$ cat src/rtl/pga_pkg.sv
// ---------------------------------------------------------------------------
// pga_pkg: shared types and constants
// Widths, register codes and the queued item type for the gravity block.
// ---------------------------------------------------------------------------
`default_nettype none

package pga_pkg;

    // Field widths
    localparam int POS_W   = 32;              // Q16.16 positions and results
    localparam int STR_W   = 31;              // strength and radius
    localparam int OFS_W   = POS_W + 1;       // signed offset
    localparam int MAG_W   = OFS_W;           // offset magnitude
    localparam int SQ_W    = 2 * MAG_W;       // one squared magnitude
    localparam int SUM_W   = 68;              // sum of squares and root remainder
    localparam int D_W     = 34;              // distance
    localparam int DD_W    = 2 * D_W;         // distance squared
    localparam int D3_W    = 3 * D_W;         // distance cubed
    localparam int REM_W   = D3_W + 1;        // divider remainder
    localparam int PROD_W  = STR_W + MAG_W;   // strength times magnitude
    localparam int Q_W     = 32;              // quotient bits kept
    localparam int AXES    = 3;

    localparam int SQRT_STEPS = D_W;
    localparam int DIV_STEPS  = Q_W;

    // Queue between front and back
    localparam int FIFO_DEPTH = 4;
    localparam int FIFO_AW    = 2;

    // Stream and register port widths
    localparam int TDATA_W = 96;
    localparam int TUSER_W = 1;
    localparam int APB_AW  = 5;
    localparam int APB_DW  = 32;

    // Register indexes (byte address / 4)
    localparam logic [2:0] REG_SOURCE_X = 3'd0;
    localparam logic [2:0] REG_SOURCE_Y = 3'd1;
    localparam logic [2:0] REG_SOURCE_Z = 3'd2;
    localparam logic [2:0] REG_GRAVITY  = 3'd3;
    localparam logic [2:0] REG_RADIUS   = 3'd4;

    typedef struct packed {
        logic signed [POS_W-1:0] source_x;
        logic signed [POS_W-1:0] source_y;
        logic signed [POS_W-1:0] source_z;
        logic [STR_W-1:0]        gravity_strength;
        logic [STR_W-1:0]        surface_radius;
    } cfg_t;

    // One queued body: offsets from the source, lane 0 is x
    typedef struct packed {
        logic [AXES-1:0][OFS_W-1:0] ofs;
        logic                       phys;
    } item_t;

endpackage : pga_pkg

`default_nettype wire

$ cat src/rtl/pga_fifo.sv
// ---------------------------------------------------------------------------
// pga_fifo: item queue
// Short queue between the front and the arithmetic pipeline.
// ---------------------------------------------------------------------------
`default_nettype none

module pga_fifo (
    input  wire logic           clk,
    input  wire logic           rst_n,
    input  wire logic           push,
    input  wire pga_pkg::item_t push_item,
    output logic                full,
    input  wire logic           pop,
    output pga_pkg::item_t      pop_item,
    output logic                empty
);
    import pga_pkg::*;

    item_t              mem_reg [FIFO_DEPTH];
    logic [FIFO_AW-1:0] wr_ptr_reg;
    logic [FIFO_AW-1:0] rd_ptr_reg;
    logic [FIFO_AW:0]   count_reg;
    logic [FIFO_AW:0]   count_next;

    assign full     = (count_reg == (FIFO_AW+1)'(FIFO_DEPTH));
    assign empty    = (count_reg == '0);
    assign pop_item = mem_reg[rd_ptr_reg];

    always_comb
    begin
        count_next = count_reg;
        if (push && !pop)
        begin
            count_next = count_reg + 1'b1;
        end
        else if (pop && !push)
        begin
            count_next = count_reg - 1'b1;
        end
    end

    // Pointers and fill count
    always_ff @(posedge clk or negedge rst_n)
    begin
        if (!rst_n)
        begin
            wr_ptr_reg <= '0;
            rd_ptr_reg <= '0;
            count_reg  <= '0;
        end
        else
        begin
            if (push)
            begin
                wr_ptr_reg <= wr_ptr_reg + 1'b1;
            end
            if (pop)
            begin
                rd_ptr_reg <= rd_ptr_reg + 1'b1;
            end
            count_reg <= count_next;
        end
    end

    // Storage
    always_ff @(posedge clk)
    begin
        if (push)
        begin
            mem_reg[wr_ptr_reg] <= push_item;
        end
    end

endmodule : pga_fifo

`default_nettype wire

$ cat config.mk
export PLATFORM = sky130hd
export DESIGN_NAME = pga_fifo
export DESIGN_NICKNAME = d
export VERILOG_FILES = /design/src/rtl/pga_pkg.sv /design/src/rtl/pga_fifo.sv
export SDC_FILE = /design/constraint.sdc
export NUM_CORES = 1
export LEC_CHECK = 0
export BUFFER_PORTS_ARGS = -buffer_cell sky130_fd_sc_hd__buf_2
export CAP_MARGIN = 20
export CORE_MARGIN = 1
export CORE_UTILIZATION = 25
export CTS_CLUSTER_DIAMETER = 80
export DETAILED_ROUTE_END_ITERATION = 16
export PLACE_DENSITY = 0.44
export SLEW_MARGIN = 20
export SYNTH_ARGS = -nofsm -noshare
export SYNTH_HDL_FRONTEND = slang
export SYNTH_SLANG_ARGS = --single-unit
$ cat constraint.sdc
create_clock -name clk -period 10 [get_ports clk]
set_input_delay 3 -clock clk [delete_from_list [all_inputs] [get_ports clk]]
set_output_delay 3 -clock clk [all_outputs]
set_load 0.02 [all_outputs]
==> summary.txt, run 1 <==
layout filler cell count - 5,645
Slew Limit Fails - 0
Die ar. - 60,300 um^2
core box area - 58,100 um^2
multi-input logic area - 2460 um^2
CTS tree - done
hold crit path type - register to register
WL per Instance - 19.3 um
Mapped Avg Cell Area - 26.7 um^2
Fin Clk Skew - 16.3 ps
DRC violations left - 0
mapped cell area - 14,800 um^2
H-tree levels - 2
Worst-path clk slew - 60 ps
Crit Path Max Fanout - 52
Tot GR Track Use - 10.4%
Setup TNS - 0 ps
Critical Path Sink Type - primary output
max reg flops - 400
Placer Congestion - 0.639
initial antenna violation count - 4
Clock Tree Buf Depth - 3
final cycle utilization of the critical path - 60.8%
Achievable Freq - 164 MHz
number of synthesized register bits - 407
via count - 6,608
Synth Net Count - 666
Die Y - 246 um
placed cell area - 16,700 um^2
Initial Util - 25.5%
actual slew at the worst max-slew pin - 999 ps
endpoints failing setup - 0
Crit path max-delay family - flip-flops
first-pass GRT wire length - 46.0 mm
drt first-iter violations - 319
root buffer cell - clkbuf_16
status - complete, no violations
slowest stage delay, CP - 1010 ps
WP buf/inv - 2
max-cap viol count - 0
Synth area leader - edfxtp_1
P&R area growth vs syn - 22.0%
Post-Route WL - 30.9 mm
Resized Gates After CTS - 0
largest net degree at the start of global routing - 57
placed wire-length estimate - 17.1 mm
post-route cell area - 18,100 um^2
vias in the first global route - 7,263
largest cells by area after synthesis - edfxtp_1 (81%), mux4_2 (15%), dfrtp_1 (1.2%)
cts hold-fix bufs - 0
arrival time at the worst endpoint - 3080 ps
layout net count - 904
IO Pins - 206
Post-CTS Setup Inserts - 0
sequential fraction of the synthesis area - 82.2%
Yosys warning count - 0
RSZ-0062 raised after global routing - no
Vias/cell - 4.14
Initial DRT Pass Iterations - 4
Netlist cell types - 19
Skew-Pair Late Insertion Delay - 560 ps
leading cell type in the layout, fill and taps excluded - edfxtp_1
CTS sink count - 407
global route overflow - 0
Final ANT Viol Nets - 0
CP Class - register to primary output
cells along the critical path - buf_4 > mux4_2 > buf_2
Synth top area share - 81.0%
fin crit period - 6080 ps
std cell rows - 88
routing usage on met1 - 12.2%
leakage - 6.02 nW
layout cell share with drive strength beyond 1 - 45.8%
port buffer count - 205
leading cell types in the layout, fill and taps excluded - edfxtp_1 (400), buf_2 (205), mux4_2 (100), clkbuf_16 (46), clkbuf_1 (15)
die width - 246 um
startpoint types - register
met3 Use GR - 3.42%
FF/Latch Area - 12,200 um^2
Slew Limit Headroom - 33.4%
met2 Use GR - 17.6%
WP data required - 7000 ps
Syn Inst Count - 556
Core Util, Final - 31.1%
hold violation count in the final report - 0
VDD IR max - 0.161 mV
grt peak-use layer - met2
power per cell area - 306 nW/um^2
CTS Buf Count - 46
Crit-path slowest cell - dfrtp_4
stage by stage:
step | power (mW) | setup WS [ps] | std cells | hold WS (ps)
floorplan | 3.54 | 4220 | 556 | 456
global placement | 4.08 | 4510 | 1511 | 471
detailed placement | 4.10 | 4480 | 1511 | 477
CTS | 5.67 | 3870 | 1597 | 486
global route | 5.82 | 3700 | 1597 | 521
finish | 5.53 | 3920 | 1598 | 483
cell usage after synthesis, drive strengths merged:
cell type and number:
and2 4, buf 21, clkbuf 1, dfrtp 7, edfxtp 400, fa 1
ha 5, inv 4, mux2 1, mux4 100, nand2 2, nor2 1
nor3 1, nor3b 1, o21ai 1, xnor2 2, xor2 4
report_power, final:
| group | internal [mW] | switching (mW) | total [mW] | leakage, nW |
|---|---|---|---|---|
| combinational | 0.645 | 0.967 | 1.61 | 1.60 |
| clock | 0.878 | 0.659 | 1.54 | 0.665 |
| sequential | 2.24 | 0.143 | 2.38 | 3.75 |
| total | 3.76 | 1.77 | 5.53 | 6.02 |
per-layer routing:
metal  routed length, um  up-vias  part of all wire [%]
met5                  32        -                  0.10
met4                 793        4                   2.6
met3                2040       54                   6.6
met2               15400      167                    50
met1               12600     3486                    41
li1                    -     2897                     -
area by class of cell:
class | instances | share of cell area (%)
Multi-Input combinational cell | 123 | 13.6
Sequential cell | 407 | 67.4
Clock inverter | 25 | 0.934
Inverter | 4 | 0.0830
Clock buffer | 61 | 6.68
Antenna cell | 1 | 0.0138
Timing Repair Buffer | 212 | 5.96
Tap cell | 765 | 5.29
worst paths after layout:
path	cells past startpoint	slack [ps]	start	end
worst max-delay path	3	3920	rd_ptr_reg[1]	pop_item[48]
worst min register to register	1	480	count_reg[2]	count_reg[2]
min in group asynchronous	1	2260	rst_n	count_reg[2]
worst min-delay path	1	480	count_reg[2]	count_reg[2]
max in group asynchronous	1	7560	rst_n	rd_ptr_reg[0]
worst max register to register	4	7410	wr_ptr_reg[0]	mem_reg[2][73]
cell families (layout without fill, tap and decap cells):
logic type               after synthesis  count (layout)  synth area share [%]
flip-flops                           407             407                  82.2
other                                  0               1                     0
adder cells (fa/ha/maj)                6               6                 0.557
multiplexers                         101             101                  15.3
AND/OR/NAND/NOR                        9               9                 0.329
AO/OA/AOI/OAI                          1               1                0.0337
buffers and inverters                 26             302                  1.25
XOR/XNOR                               6               6                 0.354
No activity file was read; power rests on OpenSTA's default activity.
==> run 2: changes to the inputs <==
--- a/config.mk
+++ b/config.mk
@@ -11,7 +11,7 @@
 export CORE_UTILIZATION = 25
 export CTS_CLUSTER_DIAMETER = 80
 export DETAILED_ROUTE_END_ITERATION = 16
-export PLACE_DENSITY = 0.44
+export PLACE_DENSITY = 0.46
 export SLEW_MARGIN = 20
 export SYNTH_ARGS = -nofsm -noshare
 export SYNTH_HDL_FRONTEND = slang
==> constraint.sdc (replaced) <==
create_clock -name clk -period 5.37 [get_ports clk]
set_input_delay 1.611 -clock clk [delete_from_list [all_inputs] [get_ports clk]]
set_output_delay 1.611 -clock clk [all_outputs]
set_load 0.02 [all_outputs]
==> summary.txt, run 2 (synthesis gave the netlist of run 1 again) <==
FF/Latch Area - 12,200 um^2
initial antenna violation count - 5
Skew-Pair Late Insertion Delay - 560 ps
P&R area growth vs syn - 23.4%
IO Pins - 206
fin crit period - 4070 ps
die width - 246 um
slowest stage delay, CP - 830 ps
pre-CTS WS - 1810 ps
Tot GR Track Use - 10.3%
Hold Path Stages - 1
DRC violations left - 0
leakage - 6.12 nW
CTS sink count - 407
std cell rows - 88
arrival time at the worst endpoint - 2460 ps
leading cell types in the layout, fill and taps excluded - edfxtp_1 (400), buf_2 (205), mux4_2 (100), clkbuf_16 (47), clkbuf_1 (11)
RSZ-0062 raised after global routing - no
layout net count - 908
Core Util, Final - 31.5%
startpoint types - register
Slew Limit Fails - 0
Setup TNS - 0 ps
cts hold-fix bufs - 0
WP buf/inv - 2
VDD IR max - 0.282 mV
max reg flops - 400
Resized Gates After CTS - 0
Die Y - 246 um
CP Class - register to primary output
Worst-path clk slew - 60 ps
power per cell area - 574 nW/um^2
first-pass GRT wire length - 46.0 mm
status - complete, no violations
H-tree levels - 2
Achievable Freq - 246 MHz
CTS tree - done
Placer Congestion - 0.670
multi-input logic area - 2460 um^2
leading cell type in the layout, fill and taps excluded - edfxtp_1
Crit Path Max Fanout - 36
port buffer count - 205
worst setup margin - 1300 ps
WL per Instance - 19.3 um
layout cell share with drive strength beyond 1 - 46.3%
CTS Buf Count - 45
Crit-path slowest cell - dfrtp_4
WP data required - 3760 ps
Clock Tree Buf Depth - 3
Final ANT Viol Nets - 0
Crit path max-delay family - flip-flops
actual slew at the worst max-slew pin - 754 ps
Post-CTS Setup Inserts - 0
vias in the first global route - 7,376
Vias/cell - 4.15
Post-Route WL - 30.9 mm
placed wire-length estimate - 17.7 mm
root buffer cell - clkbuf_16
Critical Path Sink Type - primary output
max-cap viol count - 0
endpoints failing setup - 0
drt first-iter violations - 293
Initial DRT Pass Iterations - 4
worst-case reg-to-reg path depth - 4
Slew Limit Headroom - 49.7%
Die ar. - 60,300 um^2
via count - 6,638
layout filler cell count - 5,636
final cycle utilization of the critical path - 75.8%
largest net degree at the start of global routing - 57
cell count along the critical path - 3
cells along the critical path - buf_4 > mux4_2 > buf_2
core box area - 58,100 um^2
hold violation count in the final report - 0
global route overflow - 0
Initial Util - 25.5%
Fin Clk Skew - 12.1 ps
hold crit path type - register to register
-- run 2: per-stage QoR --
| stage | area (um^2) | power [mW] | hold WS, ps | std cells |
|---|---|---|---|---|
| 5_1_grt | 18300 | 11.1 | 513 | 1600 |
| 4_1_cts | 18300 | 10.8 | 490 | 1600 |
| 3_5_place_dp | 16800 | 7.69 | 479 | 1516 |
| 6_report | 18300 | 10.5 | 489 | 1601 |
| 3_3_place_gp | 16800 | 7.68 | 472 | 1516 |
| 2_1_floorplan | 14800 | 6.60 | 456 | 556 |
-- run 2: power by group --
| group | total, mW | switching [mW] | internal [mW] |
|---|---|---|---|
| Combinational | 3.10 | 1.84 | 1.26 |
| Sequential | 4.38 | 0.225 | 4.15 |
| Clock | 3.03 | 1.21 | 1.82 |
| Total | 10.5 | 3.27 | 7.23 |
-- run 2: final timing paths --
path | to | slack (ps) | startpoint
max in group asynchronous | rd_ptr_reg[1] | 4310 | rst_n
min in group asynchronous | count_reg[1] | 880 | rst_n
max | pop_item[33] | 1300 | rd_ptr_reg[1]
min | count_reg[2] | 490 | count_reg[2]
min reg2reg | count_reg[2] | 490 | count_reg[2]
max reg2reg | mem_reg[1][65] | 3280 | wr_ptr_reg[1]
-- run 2: routing by layer --
layer | GRT usage [%] | part of all wire (%) | vias to the layer above
met1 | 11.7 | 40 | 3502
met3 | 3.62 | 6.9 | 64
met5 | 0 | 0.10 | -
met4 | 3.65 | 2.5 | 6
li1 | - | - | 2903
met2 | 17.8 | 51 | 163
-- run 2: final cells by class --
type	count	share of cell area (%)
repair buffers	217	6.58
well taps	765	5.23
diodes	1	0.0137
inverters	4	0.0820
clock inverters	24	1.20
clock buffers	60	6.80
flip-flops and latches	407	66.6
multi-input cells	123	13.5
