<file path="config.mk">
export PLATFORM = sky130hd
export DESIGN_NAME = pga_front
export DESIGN_NICKNAME = d
export VERILOG_FILES = /design/src/rtl/pga_pkg.sv /design/src/rtl/pga_front.sv
export SDC_FILE = /design/constraint.sdc
export NUM_CORES = 1
export LEC_CHECK = 0
export ABC_AREA = 1
export BUFFER_PORTS_ARGS = -buffer_cell sky130_fd_sc_hd__buf_2
export CAP_MARGIN = 20
export CORE_ASPECT_RATIO = 0.8
export CORE_UTILIZATION = 25
export CTS_BUF_LIST = sky130_fd_sc_hd__clkbuf_8
export CTS_CLUSTER_DIAMETER = 120
export DETAILED_ROUTE_END_ITERATION = 6
export PLACE_DENSITY = 0.43
export SYNTH_ARGS = -nofsm -noshare
export SYNTH_HDL_FRONTEND = slang
export SYNTH_SLANG_ARGS = --single-unit
</file>
<file path="constraint.sdc">
create_clock -name clk -period 2.6 [get_ports clk]
set_input_delay 0.39 -clock clk [delete_from_list [all_inputs] [get_ports clk]]
set_output_delay 0.39 -clock clk [all_outputs]
set_load 0.02 [all_outputs]
</file>
<file path="src/rtl/pga_pkg.sv">
// ---------------------------------------------------------------------------
// pga_pkg: shared types and constants
// Widths, register codes and the queued item type for the gravity block.
// ---------------------------------------------------------------------------
`default_nettype none

package pga_pkg;

    // Field widths
    localparam int POS_W   = 32;              // Q16.16 positions and results
    localparam int STR_W   = 31;              // strength and radius
    localparam int OFS_W   = POS_W + 1;       // signed offset
    localparam int MAG_W   = OFS_W;           // offset magnitude
    localparam int SQ_W    = 2 * MAG_W;       // one squared magnitude
    localparam int SUM_W   = 68;              // sum of squares and root remainder
    localparam int D_W     = 34;              // distance
    localparam int DD_W    = 2 * D_W;         // distance squared
    localparam int D3_W    = 3 * D_W;         // distance cubed
    localparam int REM_W   = D3_W + 1;        // divider remainder
    localparam int PROD_W  = STR_W + MAG_W;   // strength times magnitude
    localparam int Q_W     = 32;              // quotient bits kept
    localparam int AXES    = 3;

    localparam int SQRT_STEPS = D_W;
    localparam int DIV_STEPS  = Q_W;

    // Queue between front and back
    localparam int FIFO_DEPTH = 4;
    localparam int FIFO_AW    = 2;

    // Stream and register port widths
    localparam int TDATA_W = 96;
    localparam int TUSER_W = 1;
    localparam int APB_AW  = 5;
    localparam int APB_DW  = 32;

    // Register indexes (byte address / 4)
    localparam logic [2:0] REG_SOURCE_X = 3'd0;
    localparam logic [2:0] REG_SOURCE_Y = 3'd1;
    localparam logic [2:0] REG_SOURCE_Z = 3'd2;
    localparam logic [2:0] REG_GRAVITY  = 3'd3;
    localparam logic [2:0] REG_RADIUS   = 3'd4;

    typedef struct packed {
        logic signed [POS_W-1:0] source_x;
        logic signed [POS_W-1:0] source_y;
        logic signed [POS_W-1:0] source_z;
        logic [STR_W-1:0]        gravity_strength;
        logic [STR_W-1:0]        surface_radius;
    } cfg_t;

    // One queued body: offsets from the source, lane 0 is x
    typedef struct packed {
        logic [AXES-1:0][OFS_W-1:0] ofs;
        logic                       phys;
    } item_t;

endpackage : pga_pkg

`default_nettype wire

</file>
<file path="src/rtl/pga_front.sv">
// ---------------------------------------------------------------------------
// pga_front: register file and input stage
// Holds the configuration registers, takes input beats and forms the offset
// of each body from the source before it is queued.
// ---------------------------------------------------------------------------
`default_nettype none

module pga_front (
    input  wire logic                        clk,
    input  wire logic                        rst_n,
    // register port
    input  wire logic                        psel,
    input  wire logic                        penable,
    input  wire logic                        pwrite,
    input  wire logic [pga_pkg::APB_AW-1:0]  paddr,
    input  wire logic [pga_pkg::APB_DW-1:0]  pwdata,
    output logic      [pga_pkg::APB_DW-1:0]  prdata,
    output logic                             pready,
    // input stream
    input  wire logic                        s_axis_tvalid,
    output logic                             s_axis_tready,
    input  wire logic [pga_pkg::TDATA_W-1:0] s_axis_tdata,  // body_x, body_y, body_z
    input  wire logic [pga_pkg::TUSER_W-1:0] s_axis_tuser,  // physics_on
    // to queue
    output pga_pkg::cfg_t                    cfg,
    output logic                             q_push,
    output pga_pkg::item_t                   q_item,
    input  wire logic                        q_full
);
    import pga_pkg::*;

    cfg_t             cfg_reg;
    cfg_t             cfg_next;
    logic             wr_en;
    logic [2:0]       reg_idx;
    logic [AXES-1:0][POS_W-1:0] src;

    assign pready  = 1'b1;
    assign wr_en   = psel && penable && pwrite;
    assign reg_idx = paddr[4:2];
    assign cfg     = cfg_reg;

    // Register write decode
    always_comb
    begin
        cfg_next = cfg_reg;
        if (wr_en)
        begin
            case (reg_idx)
                REG_SOURCE_X: cfg_next.source_x = pwdata;
                REG_SOURCE_Y: cfg_next.source_y = pwdata;
                REG_SOURCE_Z: cfg_next.source_z = pwdata;
                REG_GRAVITY:  cfg_next.gravity_strength = pwdata[STR_W-1:0];
                REG_RADIUS:   cfg_next.surface_radius = pwdata[STR_W-1:0];
                default:      cfg_next = cfg_reg;
            endcase
        end
    end

    always_ff @(posedge clk or negedge rst_n)
    begin
        if (!rst_n)
        begin
            cfg_reg <= '0;
        end
        else
        begin
            cfg_reg <= cfg_next;
        end
    end

    // Register read
    always_comb
    begin
        case (reg_idx)
            REG_SOURCE_X: prdata = cfg_reg.source_x;
            REG_SOURCE_Y: prdata = cfg_reg.source_y;
            REG_SOURCE_Z: prdata = cfg_reg.source_z;
            REG_GRAVITY:  prdata = {1'b0, cfg_reg.gravity_strength};
            REG_RADIUS:   prdata = {1'b0, cfg_reg.surface_radius};
            default:      prdata = '0;
        endcase
    end

    // Input beat: offset from source, sign extended to 33 bits
    assign s_axis_tready = !q_full;
    assign q_push        = s_axis_tvalid && !q_full;
    assign src[0]        = cfg_reg.source_x;
    assign src[1]        = cfg_reg.source_y;
    assign src[2]        = cfg_reg.source_z;

    always_comb
    begin
        for (int a = 0; a < AXES; a++)
        begin
            q_item.ofs[a] = {s_axis_tdata[a*POS_W + POS_W-1], s_axis_tdata[a*POS_W +: POS_W]}
                          - {src[a][POS_W-1], src[a]};
        end
        q_item.phys = s_axis_tuser[0];
    end

endmodule : pga_front

`default_nettype wire

</file>
==> metrics.cfg, run 1 <==
[floorplan]
core_um2 = 56700
die-width_um = 269.6
num_rows = 78
ios = 434
die_h_um = 216.1
initial_utilization_pct = 25.27
dieArea_um2 = 58270

[worst_setup_path]
path_buf_inv = 2
path_cells = ha_4 -> fa_2 -> inv_2 -> nand2_2 -> nand2_2 -> nand3_2 -> nand2_4 -> nand2_4 -> nand2_8 -> nand2_4 -> nand2_2 -> nand2_1 -> nand2_1 -> buf_6
cp_slowest_cell = dfrtp_2
crit_type = flip-flop to output port
crit_required_ps = 2210
crit_fanout = 3
startpoint_type = flip-flop
crit_path_max_incr_delay_ps = 470
worstPathArrival_ps = 2440
endpoint_kind = output port
crit_family = simple AND/OR/NAND/NOR gates

[layout]
finalNonFillerCells = 3826
drive_gt1_share_pct = 43.94
nets = 3286
largest_register_ffs = 158
final_common_cell = nand2_1
final_cell_mix = 691 x nand2_1, 440 x inv_1, 340 x buf_2, 196 x buf_4, 184 x nand2_2
syn_to_final_growth_pct = 63.40

[synth]
synth_cells = 2434
synth.distinct_cells = 30
synth_fp_nets = 2674
synthTopCellsByArea = dfrtp_1 28%, nand2_1 25%, inv_1 14%, ha_1 8.4%, o21ai_0 3.9%
ys_warn_count = 0
synth_area_um2 = 14330
synth_seq_cells = 158
synth_area_per_cell_um2 = 5.886
synth_top_area_share_pct = 27.60
ys_seq_area_share_pct = 27.60
synth_area_leader_cell = dfrtp_1

[pwr]
power_density_nw_per_um2 = 804.4
peakVddDrop_mv = 0.4723
p_leak_nw = 12.75

[timing]
slew_violations = 0
worst_slack_ps = -226.7
max_freq_ghz = 0.3538
tightest_slew_ps = 538.3
setup_viol = 62
finalCriticalPeriod_ps = 2827
period_share_pct = 108.7
rsz0062_at_grt = yes
finClkSkew_ps = 0
slew_headroom_pct = 63.90
hold_violations = 0

[placement]
dp_cells = 3650
dp_hpwl_um = 57990
gp_congestion = 0.8971
io_buffers = 428
place_ws_ps = -132.3

[clock_network]
clockBufferDepth = 2
cts.clk_slew.worst_paths_ps = 100
root_buffer = clkbuf_8
worstSkewPairLatency_ps = 490
clkSinkCount = 158
numCtsBuffers = 17
htree_levels = 4
cts_tree = done

[flow_run]
cap_violations = 0

[global_route]
grt_overflow_total = 0
antenna_found_initial = 9
first_global_vias = 16620
grt_pass1_wl_um = 103900
grt.total_usage_pct = 23.82
grt_max_degree = 65

[routing]
wire_per_inst_um = 18.77
avgViaCountPerCell = 4.506
via_count = 17240
dr.first_iter.drc_count = 1090
drtAntennaViolNets = 0
wl_um = 71820
remaining_drc_errors = 0
firstDrtPassIters = 5

[status]
status = finished, violations left
violations = setup timing

[hold_path]
min_path_type = primary input to flip-flop

-- through the flow --
stage	util, %	hold slack (ps)	setup TNS, ps	total power, mW	area, um^2
finish	41.28	161.7	-6018	18.83	23410
floorplan	-	94.41	0	9.047	14330
global route	41.28	143.1	-14970	20.02	23400
global placement	31.54	387.0	-457.5	12.83	17880
CTS	37.83	118.2	-9453	17.24	21450
detailed placement	31.54	389.4	-665.7	12.83	17880
-- worst reg2reg max path: stages (launching register included) --
cell	delay (ps)
dfrtp_1	410
clkinvlp_4	240
buf_4	220
o21ai_0	150
-- Yosys cell counts (all sizes together) --
library cell / number
nand2: 970
inv: 547
o21ai: 196
dfrtp: 158
nor2: 145
ha: 96
a21oi: 81
nand3: 74
xor2: 39
buf: 28
clkbuf: 20
o211ai: 18
a211oi: 13
nand4: 12
nor3: 7
and2: 6
xnor2: 6
o22ai: 4
a21o: 3
fa: 3
o21bai: 3
or2: 3
conb: 1
o221ai: 1
-- layout make-up --
type                    count  area [um^2]
inverters                 547         2105
repair buffers            641         4433
fillers                  6020        33290
clock inverters            14        108.9
well taps                 760        950.9
clock buffers              18        247.7
flip-flops and latches    158         3964
diodes                      7        17.52
multi-input cells        1681        11580
-- routing by layer --
metal  track usage [%]  wire length (um)
met5                 0                 8
met4             7.045              1366
met3             5.507              4791
met2             36.43             31960
met1             33.18             33690
-- final timing paths --
check	start	cells past startpoint	slack (ps)	endpoint
setup / recovery	cfg[126]$_DFFE_PN0P_	14	-230	q_item[33]
hold / removal	pwdata[21]	3	160	cfg[147]$_DFFE_PN0P_
setup reg to reg	cfg[91]$_DFFE_PN0P_	3	1520	cfg[91]$_DFFE_PN0P_
min in group asynchronous	rst_n	2	430	cfg[116]$_DFFE_PN0P_
hold reg to reg	cfg[49]$_DFFE_PN0P_	2	530	cfg[49]$_DFFE_PN0P_
max in group asynchronous	rst_n	3	1340	cfg[95]$_DFFE_PN0P_
-- power by group --
group | total, mW | switching (mW) | leakage (nW) | internal, mW
Combinational | 13.6 | 8.10 | 10.7 | 5.47
Sequential | 3.44 | 0.451 | 1.88 | 2.99
Clock | 1.81 | 1.11 | 0.179 | 0.700
-- logic make-up (layout without fill, tap and decap cells) --
group                    after synthesis  in the layout  share of synthesized area [%]
adder cells (fa/ha/maj)               99             99                          8.803
flip-flops                           158            158                          27.60
AO/OA/AOI/OAI                        319            319                          11.85
other                                  1              8                        0.02618
XOR/XNOR                              45             45                          2.751
AND/OR/NAND/NOR                     1217           1217                          33.08
buffers and inverters                595           1220                          15.89
-- what timing repair did --
action                                 4_1_cts  5_1_grt
endpoints found under the hold margin       42        0
hold buffers                                 1        0
setup endpoints to repair                   83       87
gates cloned                                 0        0
pin swaps                                  112      181
gates resized for setup                    659      400
buffers inserted                            83       67
Power figures use the tool's default switching activity.
==> inputs of run 2 (changes only) <==
- SETUP_SLACK_MARGIN: default -> 0.5
==> run 2 against run 1 <==
- the run still ends with setup timing left
- total power increased by 2.9%
- final cell count decreased by 0.58%
- final area increased by 2.4%
- combinational power about the same
- clock skew unchanged
- fmax decreased by 1.6%
- sequential cell count unchanged
- critical path type unchanged
- largest power group unchanged
- highest routed layer unchanged
==> metrics.cfg, run 2 (synthesis gave the netlist of run 1 again) <==
[floorplan]
die-width_um = 269.6
initial_utilization_pct = 25.27
core_um2 = 56700
num_rows = 78
die_h_um = 216.1
dieArea_um2 = 58270
ios = 434

[clock_network]
clkSinkCount = 158
htree_levels = 4
cts_tree = done
cts.clk_slew.worst_paths_ps = 100
worstSkewPairLatency_ps = 490
numCtsBuffers = 17
clockBufferDepth = 2
root_buffer = clkbuf_8

[pwr]
swShare_pct = 49.82
design_power_total_mw = 19.38
power_frac_clock_pct = 10.9
comb_power_share_pct = 71.2
power_density_nw_per_um2 = 808.7
internal_power_mw = 9.724
p_switching_mw = 9.652
p_seq_share_pct = 17.9
p_leak_nw = 12.93
peakVddDrop_mv = 0.4129

[layout]
final_cell_mix = 694 x nand2_1, 453 x inv_1, 311 x buf_2, 178 x nand2_2, 153 x buf_4
syn_to_final_growth_pct = 67.24
largest_register_ffs = 158
drive_gt1_share_pct = 45.00
fill_cells = 5967
nets = 3269
final_common_cell = nand2_1

[flow_run]
cap_violations = 0

[placement]
io_buffers = 428
gp_congestion = 0.9029
dp_hpwl_um = 57520

[global_route]
antenna_found_initial = 6
grt.total_usage_pct = 23.83
grt_max_degree = 62
grt_overflow_total = 0
first_global_vias = 16740
grt_pass1_wl_um = 104400

[routing]
dr.first_iter.drc_count = 896
drtAntennaViolNets = 0
via_count = 17190
wl_um = 71060
remaining_drc_errors = 0
avgViaCountPerCell = 4.519
wire_per_inst_um = 18.68
firstDrtPassIters = 5

[timing]
slew_headroom_pct = 64.12
period_share_pct = 110.5
finClkSkew_ps = 0
finalSetupTns_ps = -10870
rsz0062_at_grt = yes
hold_violations = 0
slew_violations = 0
max_freq_ghz = 0.3482
tightest_slew_ps = 538.2
setup_viol = 73
worst_slack_ps = -271.9
finalCriticalPeriod_ps = 2872

[status]
status = finished, violations left
violations = setup timing

[worst_setup_path]
crit_fanout = 3
crit_type = flip-flop to output port
startpoint_type = flip-flop
endpoint_kind = output port
worstPathArrival_ps = 2480
crit_required_ps = 2210

[hold_path]
min_path_type = primary input to flip-flop

-- run 2: changes by cell type in the layout (fill, tap and decap cells not counted), moves of 9 or more --
| cell | change |
|---|---|
| o21ai_0 | -10 |
| buf_4 | -43 |
| dfrtp_2 | +22 |
| buf_2 | -29 |
| inv_1 | +13 |
| ha_4 | -13 |
| inv_4 | +9 |
| dfrtp_1 | -22 |
| inv_2 | -26 |
| buf_6 | +54 |
| a211oi_1 | -10 |
| ha_2 | +9 |
-- run 2: cell type report --
type / instances / area, um^2 / share of cell area, %
tap: 760 / 950.9 / 3.969
multi-input combinational: 1681 / 11830 / 49.39
clock buffer: 21 / 289.0 / 1.206
sequential: 158 / 3991 / 16.66
timing repair buffer: 624 / 4593 / 19.17
antenna: 2 / 5.005 / 0.02089
clock inverter: 11 / 152.6 / 0.6371
inverter: 547 / 2145 / 8.951
-- run 2: worst max-delay path, cell delays in order (launching register included) --
cell,delay (ps)
dfrtp_2,440
ha_4,170
fa_2,420
inv_2,90
buf_6,110
buf_6,90
buf_6,80
nand3_4,70
nand3_4,120
nand2_2,80
nand3_2,60
nand2_2,50
nand2_2,80
buf_6,120
-- run 2: repair_timing --
| item | in CTS | in global routing |
|---|---|---|
| pin swaps | 152 | 150 |
| hold buffers | 1 | 0 |
| resized for setup | 840 | 318 |
| endpoints found under the setup margin | 125 | 128 |
| hold endpoints to repair | 44 | 0 |
| setup buffers | 102 | 33 |
-- run 2: power by group through the flow --
stage	Combinational, mW	Clock (mW)	Sequential, mW
global route	14.8	2.26	3.54
finish	13.8	2.10	3.47
detailed placement	9.43	0	3.49
CTS	12.7	2.18	3.45
floorplan	5.21	0	4.06
global placement	9.43	0	3.48
-- run 2: layer usage --
layer | share of wire, % | global-route usage (%) | vias to the layer above
met5 | 0.048 | 0 | -
met3 | 5.6 | 4.809 | 46
met1 | 48 | 33.84 | 8183
met2 | 45 | 37.91 | 419
met4 | 0.94 | 3.314 | 6
li1 | - | - | 8535
-- run 2: final timing paths --
kind | slack, ps | from | cells after the start | to
setup / recovery | -270 | cfg[62]$_DFFE_PN0P_ | 13 | q_item[93]
hold / removal | 160 | pwdata[21] | 3 | cfg[83]$_DFFE_PN0P_
setup reg to reg | 1400 | cfg[128]$_DFFE_PN0P_ | 5 | cfg[128]$_DFFE_PN0P_
hold reg to reg | 520 | cfg[49]$_DFFE_PN0P_ | 2 | cfg[49]$_DFFE_PN0P_
max in group asynchronous | 1430 | rst_n | 3 | cfg[75]$_DFFE_PN0P_
min in group asynchronous | 380 | rst_n | 2 | cfg[118]$_DFFE_PN0P_
-- run 2: through the flow --
step	hold slack (ps)	utilization [%]	instances	setup slack (ps)	cell area [um^2]
2_1_floorplan	94.41	-	2434	429.5	14620
3_3_place_gp	363.7	31.80	3634	48.04	18030
3_5_place_dp	369.3	31.80	3634	33.41	18030
4_1_cts	107.8	39.60	3769	-325.2	22450
5_1_grt	134.0	42.25	3802	-378.8	23950
6_report	164.5	42.25	3804	-271.9	23960
